[src/design/hamming_sec_decoder_macros.svh]
// Assertion macros shared by the Hamming single-error-correcting decoder.
`ifndef HAMMING_SEC_DECODER_MACROS_SVH
`define HAMMING_SEC_DECODER_MACROS_SVH

`ifndef SYNTH
`define HSD_ASSERT_IMP(lbl, ante, cons, msg) \
  lbl: assert property (@(posedge clk) disable iff (!rst_n) (ante) |-> (cons)) \
    else $error(msg);
`define HSD_ASSERT_NXT(lbl, ante, cons, msg) \
  lbl: assert property (@(posedge clk) disable iff (!rst_n) (ante) |=> (cons)) \
    else $error(msg);
`else
`define HSD_ASSERT_IMP(lbl, ante, cons, msg)
`define HSD_ASSERT_NXT(lbl, ante, cons, msg)
`endif

`endif

[src/design/hsd_pkg.sv]
// Constants and bit-mapping functions of the Hamming single-error-correcting decoder.
`default_nettype none

package hsd_pkg;

  localparam int MAX_WORD_BITS = 63;
  localparam int WORD_W        = MAX_WORD_BITS;
  localparam int IDX_W         = $clog2(WORD_W);
  localparam int LEN_W         = $clog2(WORD_W + 1);
  localparam int SYN_W         = LEN_W;
  localparam int DATA_W        = WORD_W - LEN_W;
  localparam logic [LEN_W-1:0] LEN_RESET = LEN_W'(7);

  typedef logic [WORD_W-1:0] word_t;
  typedef logic [DATA_W-1:0] data_t;
  typedef logic [SYN_W-1:0]  syn_t;
  typedef logic [LEN_W-1:0]  len_t;

  // Positions whose number has bit sbit set.
  function automatic word_t cover_mask(input int sbit);
    word_t m;
    m = '0;
    for (int p = 1; p <= WORD_W; p++) begin
      m[IDX_W'(p - 1)] = (((p >> sbit) & 1) != 0);
    end
    return m;
  endfunction

  // Packs the non-power-of-two positions in ascending order.
  function automatic data_t extract_data(input word_t word);
    data_t data;
    int    n;
    data = '0;
    n    = 0;
    for (int p = 1; p <= WORD_W; p++) begin
      if ((p & (p - 1)) != 0) begin
        if (n < DATA_W) begin
          data[n[IDX_W-1:0]] = word[IDX_W'(p - 1)];
        end
        n++;
      end
    end
    return data;
  endfunction

endpackage

`default_nettype wire

[src/design/hsd_syndrome.sv]
// Parity trees that form the syndrome of a length-masked codeword.
`default_nettype none

module hsd_syndrome (
  input  hsd_pkg::word_t word_i,
  output hsd_pkg::syn_t  syn_o
);

  always_comb begin
    for (int i = 0; i < hsd_pkg::SYN_W; i++) begin
      syn_o[i] = ^(word_i & hsd_pkg::cover_mask(i));
    end
  end

endmodule

`default_nettype wire

[src/design/hamming_sec_decoder.sv]
// Top level of the pipelined Hamming single-error-correcting decoder.
`default_nettype none

// The decoder accepts one codeword per cycle while in_stall is low. Three register
// stages carry each item: the first masks the codeword to the configured length, the
// second forms the syndrome with one parity tree per syndrome bit, and the third flips
// the named bit and packs the data positions into the output register. Valid bits
// travel with each stage, so a stall on the output lets the earlier stages fill before
// in_stall is raised. The word length register is written through the cfg port, which
// is always ready; write it only while no item is in flight.

`include "hamming_sec_decoder_macros.svh"

module hamming_sec_decoder (
  input  logic                         clk,
  input  logic                         rst_n,
  input  logic                         cfg_valid,
  output logic                         cfg_ready,
  input  logic [hsd_pkg::LEN_W-1:0]    cfg_word_length,
  input  logic                         in_valid,
  output logic                         in_stall,
  input  logic [hsd_pkg::WORD_W-1:0]   in_codeword,
  output logic                         out_valid,
  input  logic                         out_stall,
  output logic [hsd_pkg::DATA_W-1:0]   out_data_bits,
  output logic [hsd_pkg::SYN_W-1:0]    out_syndrome,
  output logic                         out_corrected,
  output logic                         out_beyond_word
);

  hsd_pkg::len_t  wl_r;

  logic           s1_valid_r;
  hsd_pkg::word_t s1_word_r;
  logic           s2_valid_r;
  hsd_pkg::word_t s2_word_r;
  hsd_pkg::syn_t  s2_syn_r;
  logic           s3_valid_r;
  hsd_pkg::data_t s3_data_r;
  hsd_pkg::syn_t  s3_syn_r;
  logic           s3_fix_r;
  logic           s3_beyond_r;

  logic           s1_en;
  logic           s2_en;
  logic           s3_en;
  logic           s1_valid_nxt;
  logic           s2_valid_nxt;
  logic           s3_valid_nxt;
  hsd_pkg::word_t s1_word_nxt;
  hsd_pkg::syn_t  s2_syn_nxt;
  hsd_pkg::word_t flip_vec;
  hsd_pkg::data_t s3_data_nxt;
  logic           s3_fix_nxt;
  logic           s3_beyond_nxt;

  assign cfg_ready = 1'b1;

  always_ff @(posedge clk) begin
    if (!rst_n) begin
      wl_r <= hsd_pkg::LEN_RESET;
    end else if (cfg_valid && cfg_ready) begin
      wl_r <= cfg_word_length;
    end
  end

  assign s3_en    = !s3_valid_r || !out_stall;
  assign s2_en    = !s2_valid_r || s3_en;
  assign s1_en    = !s1_valid_r || s2_en;
  assign in_stall = !s1_en;

  assign s1_valid_nxt = s1_en ? in_valid : s1_valid_r;
  assign s2_valid_nxt = s2_en ? s1_valid_r : s2_valid_r;
  assign s3_valid_nxt = s3_en ? s2_valid_r : s3_valid_r;

  assign s1_word_nxt = in_codeword & ~({hsd_pkg::WORD_W{1'b1}} << wl_r);

  hsd_syndrome u_syndrome (
    .word_i (s1_word_r),
    .syn_o  (s2_syn_nxt)
  );

  always_comb begin
    s3_fix_nxt    = (s2_syn_r != '0) && (s2_syn_r <= wl_r);
    s3_beyond_nxt = s2_syn_r > wl_r;
    flip_vec      = '0;
    if (s3_fix_nxt) begin
      flip_vec = hsd_pkg::WORD_W'(1) << (s2_syn_r - hsd_pkg::SYN_W'(1));
    end
    s3_data_nxt = hsd_pkg::extract_data(s2_word_r ^ flip_vec);
  end

  always_ff @(posedge clk) begin
    if (!rst_n) begin
      s1_valid_r <= 1'b0;
      s2_valid_r <= 1'b0;
      s3_valid_r <= 1'b0;
    end else begin
      s1_valid_r <= s1_valid_nxt;
      s2_valid_r <= s2_valid_nxt;
      s3_valid_r <= s3_valid_nxt;
    end
  end

  always_ff @(posedge clk) begin
    if (s1_en) begin
      s1_word_r <= s1_word_nxt;
    end
    if (s2_en) begin
      s2_word_r <= s1_word_r;
      s2_syn_r  <= s2_syn_nxt;
    end
    if (s3_en) begin
      s3_data_r   <= s3_data_nxt;
      s3_syn_r    <= s2_syn_r;
      s3_fix_r    <= s3_fix_nxt;
      s3_beyond_r <= s3_beyond_nxt;
    end
  end

  assign out_valid       = s3_valid_r;
  assign out_data_bits   = s3_data_r;
  assign out_syndrome    = s3_syn_r;
  assign out_corrected   = s3_fix_r;
  assign out_beyond_word = s3_beyond_r;

  `HSD_ASSERT_IMP(a_flags_exclusive, out_valid, !(out_corrected && out_beyond_word),
    "corrected and beyond_word are both set")
  `HSD_ASSERT_IMP(a_fix_needs_syn, out_valid && out_corrected, out_syndrome != '0,
    "a correction was reported with a zero syndrome")
  `HSD_ASSERT_IMP(a_beyond_len, out_valid && out_beyond_word, out_syndrome > wl_r,
    "beyond_word is set for a syndrome inside the word")
  `HSD_ASSERT_IMP(a_stall_full, in_stall, s1_valid_r && s2_valid_r && s3_valid_r,
    "input stalled while the pipeline has an empty stage")
  `HSD_ASSERT_NXT(a_mid_hold, s2_valid_r && s3_valid_r && out_stall, s2_valid_r,
    "middle stage item lost under output stall")

endmodule

`default_nettype wire

[config.mk]
export PLATFORM = sky130hd
export DESIGN_NAME = hamming_sec_decoder
export DESIGN_NICKNAME = d
export VERILOG_FILES = /design/src/design/hsd_pkg.sv /design/src/design/hsd_syndrome.sv /design/src/design/hamming_sec_decoder.sv
export VERILOG_INCLUDE_DIRS = /design/src /design/src/design
export SDC_FILE = /design/constraint.sdc
export NUM_CORES = 1
export LEC_CHECK = 0
export BUFFER_PORTS_ARGS = -buffer_cell sky130_fd_sc_hd__buf_2
export CORE_MARGIN = 2
export CORE_UTILIZATION = 52
export CTS_BUF_LIST = sky130_fd_sc_hd__clkbuf_8 sky130_fd_sc_hd__clkbuf_16
export CTS_CLUSTER_DIAMETER = 200
export DETAILED_ROUTE_END_ITERATION = 12
export PLACE_DENSITY = 0.92
export SKIP_LAST_GASP = 1
export SLEW_MARGIN = 20
export SYNTH_ARGS = -nofsm -noshare
export SYNTH_HDL_FRONTEND = slang
export SYNTH_SLANG_ARGS = --single-unit
[constraint.sdc]
create_clock -name clk -period 3.1 [get_ports clk]
set_input_delay 0.62 -clock clk [delete_from_list [all_inputs] [get_ports clk]]
set_output_delay 0.62 -clock clk [all_outputs]
set_load 0.02 [all_outputs]
=== After elaboration in Yosys (flattened, before gate mapping) ===
Index checks and enable logic that the tools add are counted.

* Logic and storage cells: 36
* Output and inout port bits: 68
* Input port bits: 74
* Register bits: 112

* Bitwise operators: 3
* Shifts and indexed selects: 2
* $add $sub $neg: 1
* Magnitude comparators: 2
* Mux-type cells: 1
* Reduce and logical (&&, ||, !) cells: 16

{| class="wikitable"
|+ Operators by type and width
! cell !! count
|-
| 63-bit XOR reduction || 6
|-
| 63-bit by 6-bit left shift with 32-bit output, first input constant || 1
|-
| 32-bit AND || 1
|-
| 32-bit inverter || 1
|-
| 31-bit 2-to-1 mux || 1
|-
| 1-bit by 6-bit left shift with 31-bit output, first input constant || 1
|-
| 31-bit XOR || 1
|-
| 6-bit > comparator || 1
|-
| 6-bit less-or-equal comparator || 1
|-
| 6-bit nonzero test || 1
|-
| 6-bit by 1-bit subtractor with 6-bit output, second input constant || 1
|-
| 1-bit zero test || 5
|-
| 1-bit logical OR || 3
|-
| 1-bit logical AND || 1
|}

=== Depth between registers and ports, before layout ===
* Depth after elaboration: 5
* Gate-level depth with buffers: 9
* Gate-level depth less buffers: 7

=== Modules after synthesis ===
From an unflattened synthesis, not the netlist that was laid out.

* Cell total of the unflattened synthesis: 489
* Area total of the unflattened synthesis: 6501.2 µm²

{| class="wikitable"
|+ By module, submodules not included
! module !! area an instance (µm²) !! instances !! seq. area each (µm²) !! cells an instance
|-
| hamming_sec_decoder || 6004.5 || 1 || 4053.9 || 441
|-
| hsd_syndrome || 496.7 || 1 || 0.0 || 48
|}

=== Worst setup path before layout ===
OpenSTA, ideal clock, no wires.

* Path kind: input to output
* Start: in out_stall
* End: out in_stall
* Stages on the path: 3
* Path buffers: 0
* Data required time: 2.480 ns
* Arrival time: 1.803 ns
* Slack: 0.677 ns
* Cells stage by stage: and3_1 nand2_1 inv_1

* Word-level cells in the longest chain between the ends: 5

{| class="wikitable"
|+ Ends and longest elaborated chain
! what !! line !! text
|-
| start, declared || hamming_sec_decoder.sv:24 || <nowiki>input logic out_stall,</nowiki>
|-
| 1-bit zero test || hamming_sec_decoder.sv:67 || <nowiki>assign s3_en = !s3_valid_r || !out_stall;</nowiki>
|-
| 1-bit logical OR || hamming_sec_decoder.sv:67 ||
|-
| 1-bit logical OR || hamming_sec_decoder.sv:68 || <nowiki>assign s2_en = !s2_valid_r || s3_en;</nowiki>
|-
| 1-bit logical OR || hamming_sec_decoder.sv:69 || <nowiki>assign s1_en = !s1_valid_r || s2_en;</nowiki>
|-
| 1-bit zero test || hamming_sec_decoder.sv:70 || <nowiki>assign in_stall = !s1_en;</nowiki>
|-
| end, declared || hamming_sec_decoder.sv:21 || <nowiki>output logic in_stall,</nowiki>
|}

Every way passes these cells.

=== Final worst setup path ===
* Start: reg wl_r[5]
* End: reg s3_data_r[12] (netlist: out_data_bits[12]), data pin

* Word-level cells in the longest chain between the ends: 4

{| class="wikitable"
|+ Ends and longest elaborated chain
! what !! line !! text
|-
| start, declared || hamming_sec_decoder.sv:31 || <nowiki>hsd_pkg::len_t wl_r;</nowiki>
|-
| start signal, assigned || hamming_sec_decoder.sv:61 || <nowiki>wl_r <= hsd_pkg::LEN_RESET;</nowiki>
|-
| start signal, assigned || hamming_sec_decoder.sv:63 || <nowiki>wl_r <= cfg_word_length;</nowiki>
|-
| 6-bit less-or-equal comparator || hamming_sec_decoder.sv:84 || <nowiki>s3_fix_nxt = (s2_syn_r != '0) && (s2_syn_r <= wl_r);</nowiki>
|-
| 1-bit logical AND || hamming_sec_decoder.sv:84 ||
|-
| 31-bit 2-to-1 mux || hamming_sec_decoder.sv:87 || <nowiki>if (s3_fix_nxt) begin</nowiki>
|-
| 31-bit XOR || hamming_sec_decoder.sv:90 || <nowiki>s3_data_nxt = hsd_pkg::extract_data(s2_word_r ^ flip_vec);</nowiki>
|-
| via s3_data_nxt[12] || hamming_sec_decoder.sv:53 || <nowiki>hsd_pkg::data_t s3_data_nxt;</nowiki>
|-
| end signal, assigned || hamming_sec_decoder.sv:114 || <nowiki>s3_data_r <= s3_data_nxt;</nowiki>
|-
| end, declared || hamming_sec_decoder.sv:39 || <nowiki>hsd_pkg::data_t s3_data_r;</nowiki>
|}

The timed path passes the listed nets, and every way through them passes these cells.
A chain may end at the register's enable or synchronous reset.

==> load_flow_metrics.sql <==
INSERT INTO impl_metrics (metric_group, metric, value, unit) VALUES
('worst_setup_path', 'rr_endpoint', 'out_data_bits[12]', ''),
('placement', 'place.port_buffers', '78', ''),
('sta', 'hold_violations', '0', ''),
('worst_setup_path', 'slowest_stage', 'dfxtp_1', ''),
('pwr', 'cellPowerDensity', '682.3', 'nW/um^2'),
('grt', 'globalRouteOverflowTotal', '0', ''),
('floorplanning', 'die_area', '10550', 'um^2'),
('sta', 'finalSetupTns', '0', 'ps'),
('worst_setup_path', 'ff2ff_path_depth', '8', ''),
('synth', 'async_reset_ff_frac', '0', ''),
('sta', 'worst_pin_slew', '688.6', 'ps'),
('sta', 'report.final.slew_viol_count', '0', ''),
('min_path', 'worst_hold_startpoint', 's1_word_r[31]', ''),
('layout', 'layout_common_cells', 'edfxtp_1, buf_2, xnor2_1', ''),
('worst_setup_path', 'worst-endpoint-arrival', '2670', 'ps'),
('pwr', 'power.ir.vdd_worst', '0.3597', 'mV'),
('layout', 'layout.cells.most_common', 'edfxtp_1', ''),
('clocking', 'cts_max_level', '3', ''),
('clocking', 'max-clock-path-buffers', '2', ''),
('sta', 'clock_skew', '10.57', 'ps'),
('routing', 'drc', '0', ''),
('worst_setup_path', 'crit_family', 'simple AND/OR/NAND/NOR gates', ''),
('placement', 'gpl.final_weighted_congestion', '0.9133', ''),
('synth', 'post_synth_instance_area', '5065', 'um^2'),
('clocking', 'cts_hold_buf', '0', ''),
('worst_setup_path', 'ff2ff_setup_slack', '530', 'ps'),
('sta', 'unrepaired_setup_endpoints_after_global_routing', 'false', ''),
('grt', 'grt_first_pass_wirelength', '14.85', 'mm'),
('clocking', 'post_cts_buffers', '0', ''),
('worst_setup_path', 'critical_path.max_stage_delay', '520', 'ps'),
('sta', 'max-slew-margin-rel', '0.5392', ''),
('clocking', 'tritoncts', 'built', ''),
('sta', 'final_period_minus_worst_setup_slack', '2566', 'ps'),
('routing', 'antenna_left', '0', ''),
('placement', 'dp.final_hpwl', '7.035', 'mm'),
('clocking', 'clk_pin_slew_worst_paths', '90', 'ps'),
('layout', 'fin_util', '0.5901', ''),
('routing', 'wl', '9.447', 'mm'),
('worst_setup_path', 'reg2reg_from', 'wl_r[5]', ''),
('sta', 'fmax', '0.3897', 'GHz'),
('clocking', 'clk-insertion-delay-late', '370', 'ps'),
('layout', 'antenna_cells_inserted', '0', ''),
('grt', 'grt_antenna_before_repair', '0', ''),
('floorplanning', 'vertical_extent_of_the_die', '102.7', 'um'),
('grt', 'pin_count_of_the_biggest_net_entering_global_routing', '35', ''),
('pwr', 'power.sequential.fraction', '0.512', ''),
('status', 'outcome', 'finished, final reports clean', ''),
('worst_setup_path', 'timing.critical_path.fanout_max', '28', ''),
('worst_setup_path', 'worst_ep_required_time', '3210', 'ps'),
('min_path', 'timing.hold.worst.class', 'reg -> reg', ''),
('synth', 'synthesis.yosys.warnings', '0', ''),
('floorplanning', 'start_util', '0.5279', ''),
('grt', 'grt.total_usage', '0.1876', ''),
('pwr', 'p_leak', '2.486', 'nW'),
('synth', 'ys_ff_latch', '107', ''),
('clocking', 'cts_made_buffers', '9', ''),
('routing', 'first_pass_iters', '5', ''),
('placement', 'placed_cells_incl_taps', '586', ''),
('synth', 'synth_enable_flop_cells', '98', ''),
('worst_setup_path', 'worst_setup_path_end_kind', 'flop', ''),
('layout', 'drive_above_1_share', '0.2260', ''),
('routing', 'viasPerCell', '4.972', ''),
('layout', 'final-instance-count-excl-fill', '602', ''),
('layout', 'filler_cell_count', '764', ''),
('worst_setup_path', 'critical_path_class', 'reg -> reg', ''),
('clocking', 'clkSinkCount', '107', ''),
('clocking', 'clock_tree.root_cell', 'clkbuf_8', ''),
('routing', 'route.vias.total', '2993', ''),
('pwr', 'power.combinational.fraction', '0.282', ''),
('job', 'drv_cap', '0', ''),
('floorplanning', 'std_cell_rows', '36', '');
==> worst max path at each step <==
stage | start | to | slack (ps) | cells after the start
floorplan | out_stall | in_stall | 680 | 3
global placement | wl_r[5] | out_data_bits[13] | 640 | 8
detailed placement | wl_r[5] | out_data_bits[15] | 570 | 8
CTS | wl_r[5] | out_data_bits[15] | 560 | 8
global route | wl_r[5] | out_data_bits[11] | 290 | 8
finish | wl_r[5] | out_data_bits[12] | 530 | 8
==> flip-flops by register name (all words and copies together), names as in the netlist <==
name / cells
out_valid: 1
out_corrected: 1
out_data_bits: 26
s2_valid_r: 1
out_syndrome: 6
out_beyond_word: 1
s1_valid_r: 1
wl_r: 6
s2_syn_r: 6
s2_word_r: 26
s1_word_r: 32
==> power groups by stage <==
stage          sequential, mW  clock [mW]  combinational, mW
3_5_place_dp             2.01           0               1.08
3_3_place_gp             2.00           0               1.05
2_1_floorplan            2.11           0              0.706
5_1_grt                  2.01       0.852               1.19
4_1_cts                  1.98       0.804               1.09
6_report                 1.98       0.794               1.09
==> area by class of cell <==
cell class / instances / area [um^2] / share of cell area
sequential: 107 / 3123 / 0.5516
timing repair buffer: 84 / 435.4 / 0.07691
clock buffer: 10 / 148.9 / 0.02630
multi-input combinational: 252 / 1717 / 0.3032
clock inverter: 6 / 33.78 / 0.005967
inverter: 10 / 37.54 / 0.006630
tap: 133 / 166.4 / 0.02939
==> cell usage after synthesis (6+ instances only) <==
master	number	area share
edfxtp_1	98	0.58
xnor2_1	42	0.073
xor2_1	35	0.061
buf_4	33	0.049
nand2_1	19	0.014
nor2_1	13	0.0096
nor3_1	13	0.013
clkbuf_1	11	0.0082
a21boi_0	10	0.015
a21oi_1	10	0.0099
inv_1	10	0.0074
dfxtp_1	9	0.036
nor2b_1	8	0.0099
nor4_1	8	0.0099
nand3_1	7	0.0069
ha_1	6	0.015
o21ai_0	6	0.0059
==> layer usage <==
metal	global-route usage	routed length, um	share of wire
met5	0	0	0
met4	0.09333	184	0.019
met3	0.03254	542	0.057
met2	0.3142	4697	0.50
met1	0.2361	4023	0.43
==> cell families after synthesis <==
logic type | after synthesis | share of synthesized area
flip-flops | 107 | 0.6166
AO/OA/AOI/OAI | 41 | 0.05781
adder cells (fa/ha/maj) | 6 | 0.01482
multiplexers | 4 | 0.007905
other | 2 | 0.001483
buffers and inverters | 55 | 0.06670
AND/OR/NAND/NOR | 91 | 0.09832
XOR/XNOR | 78 | 0.1364
==> worst reg2reg max path, cell delays in order, from the launching register on <==
cell	delay, ps
dfxtp_1	520
inv_1	210
ha_1	380
and4_1	210
and3_2	220
a31oi_4	40
buf_4	240
nor4_1	360
xor2_1	140
==> through the flow <==
stage | worst slack, ps | cell area, um^2 | hold WS (ps) | power (mW)
final | 533.9 | 5662 | 436.9 | 3.863
after global routing | 294.2 | 5662 | 451.9 | 4.050
after CTS | 563.5 | 5662 | 438.8 | 3.872
after detailed placement | 571.3 | 5479 | 415.2 | 3.094
after global placement | 644.0 | 5479 | 402.1 | 3.047
after floorplan | 677.3 | 5177 | 400.3 | 2.817
Note: power is estimated with default switching activity, not from simulation.
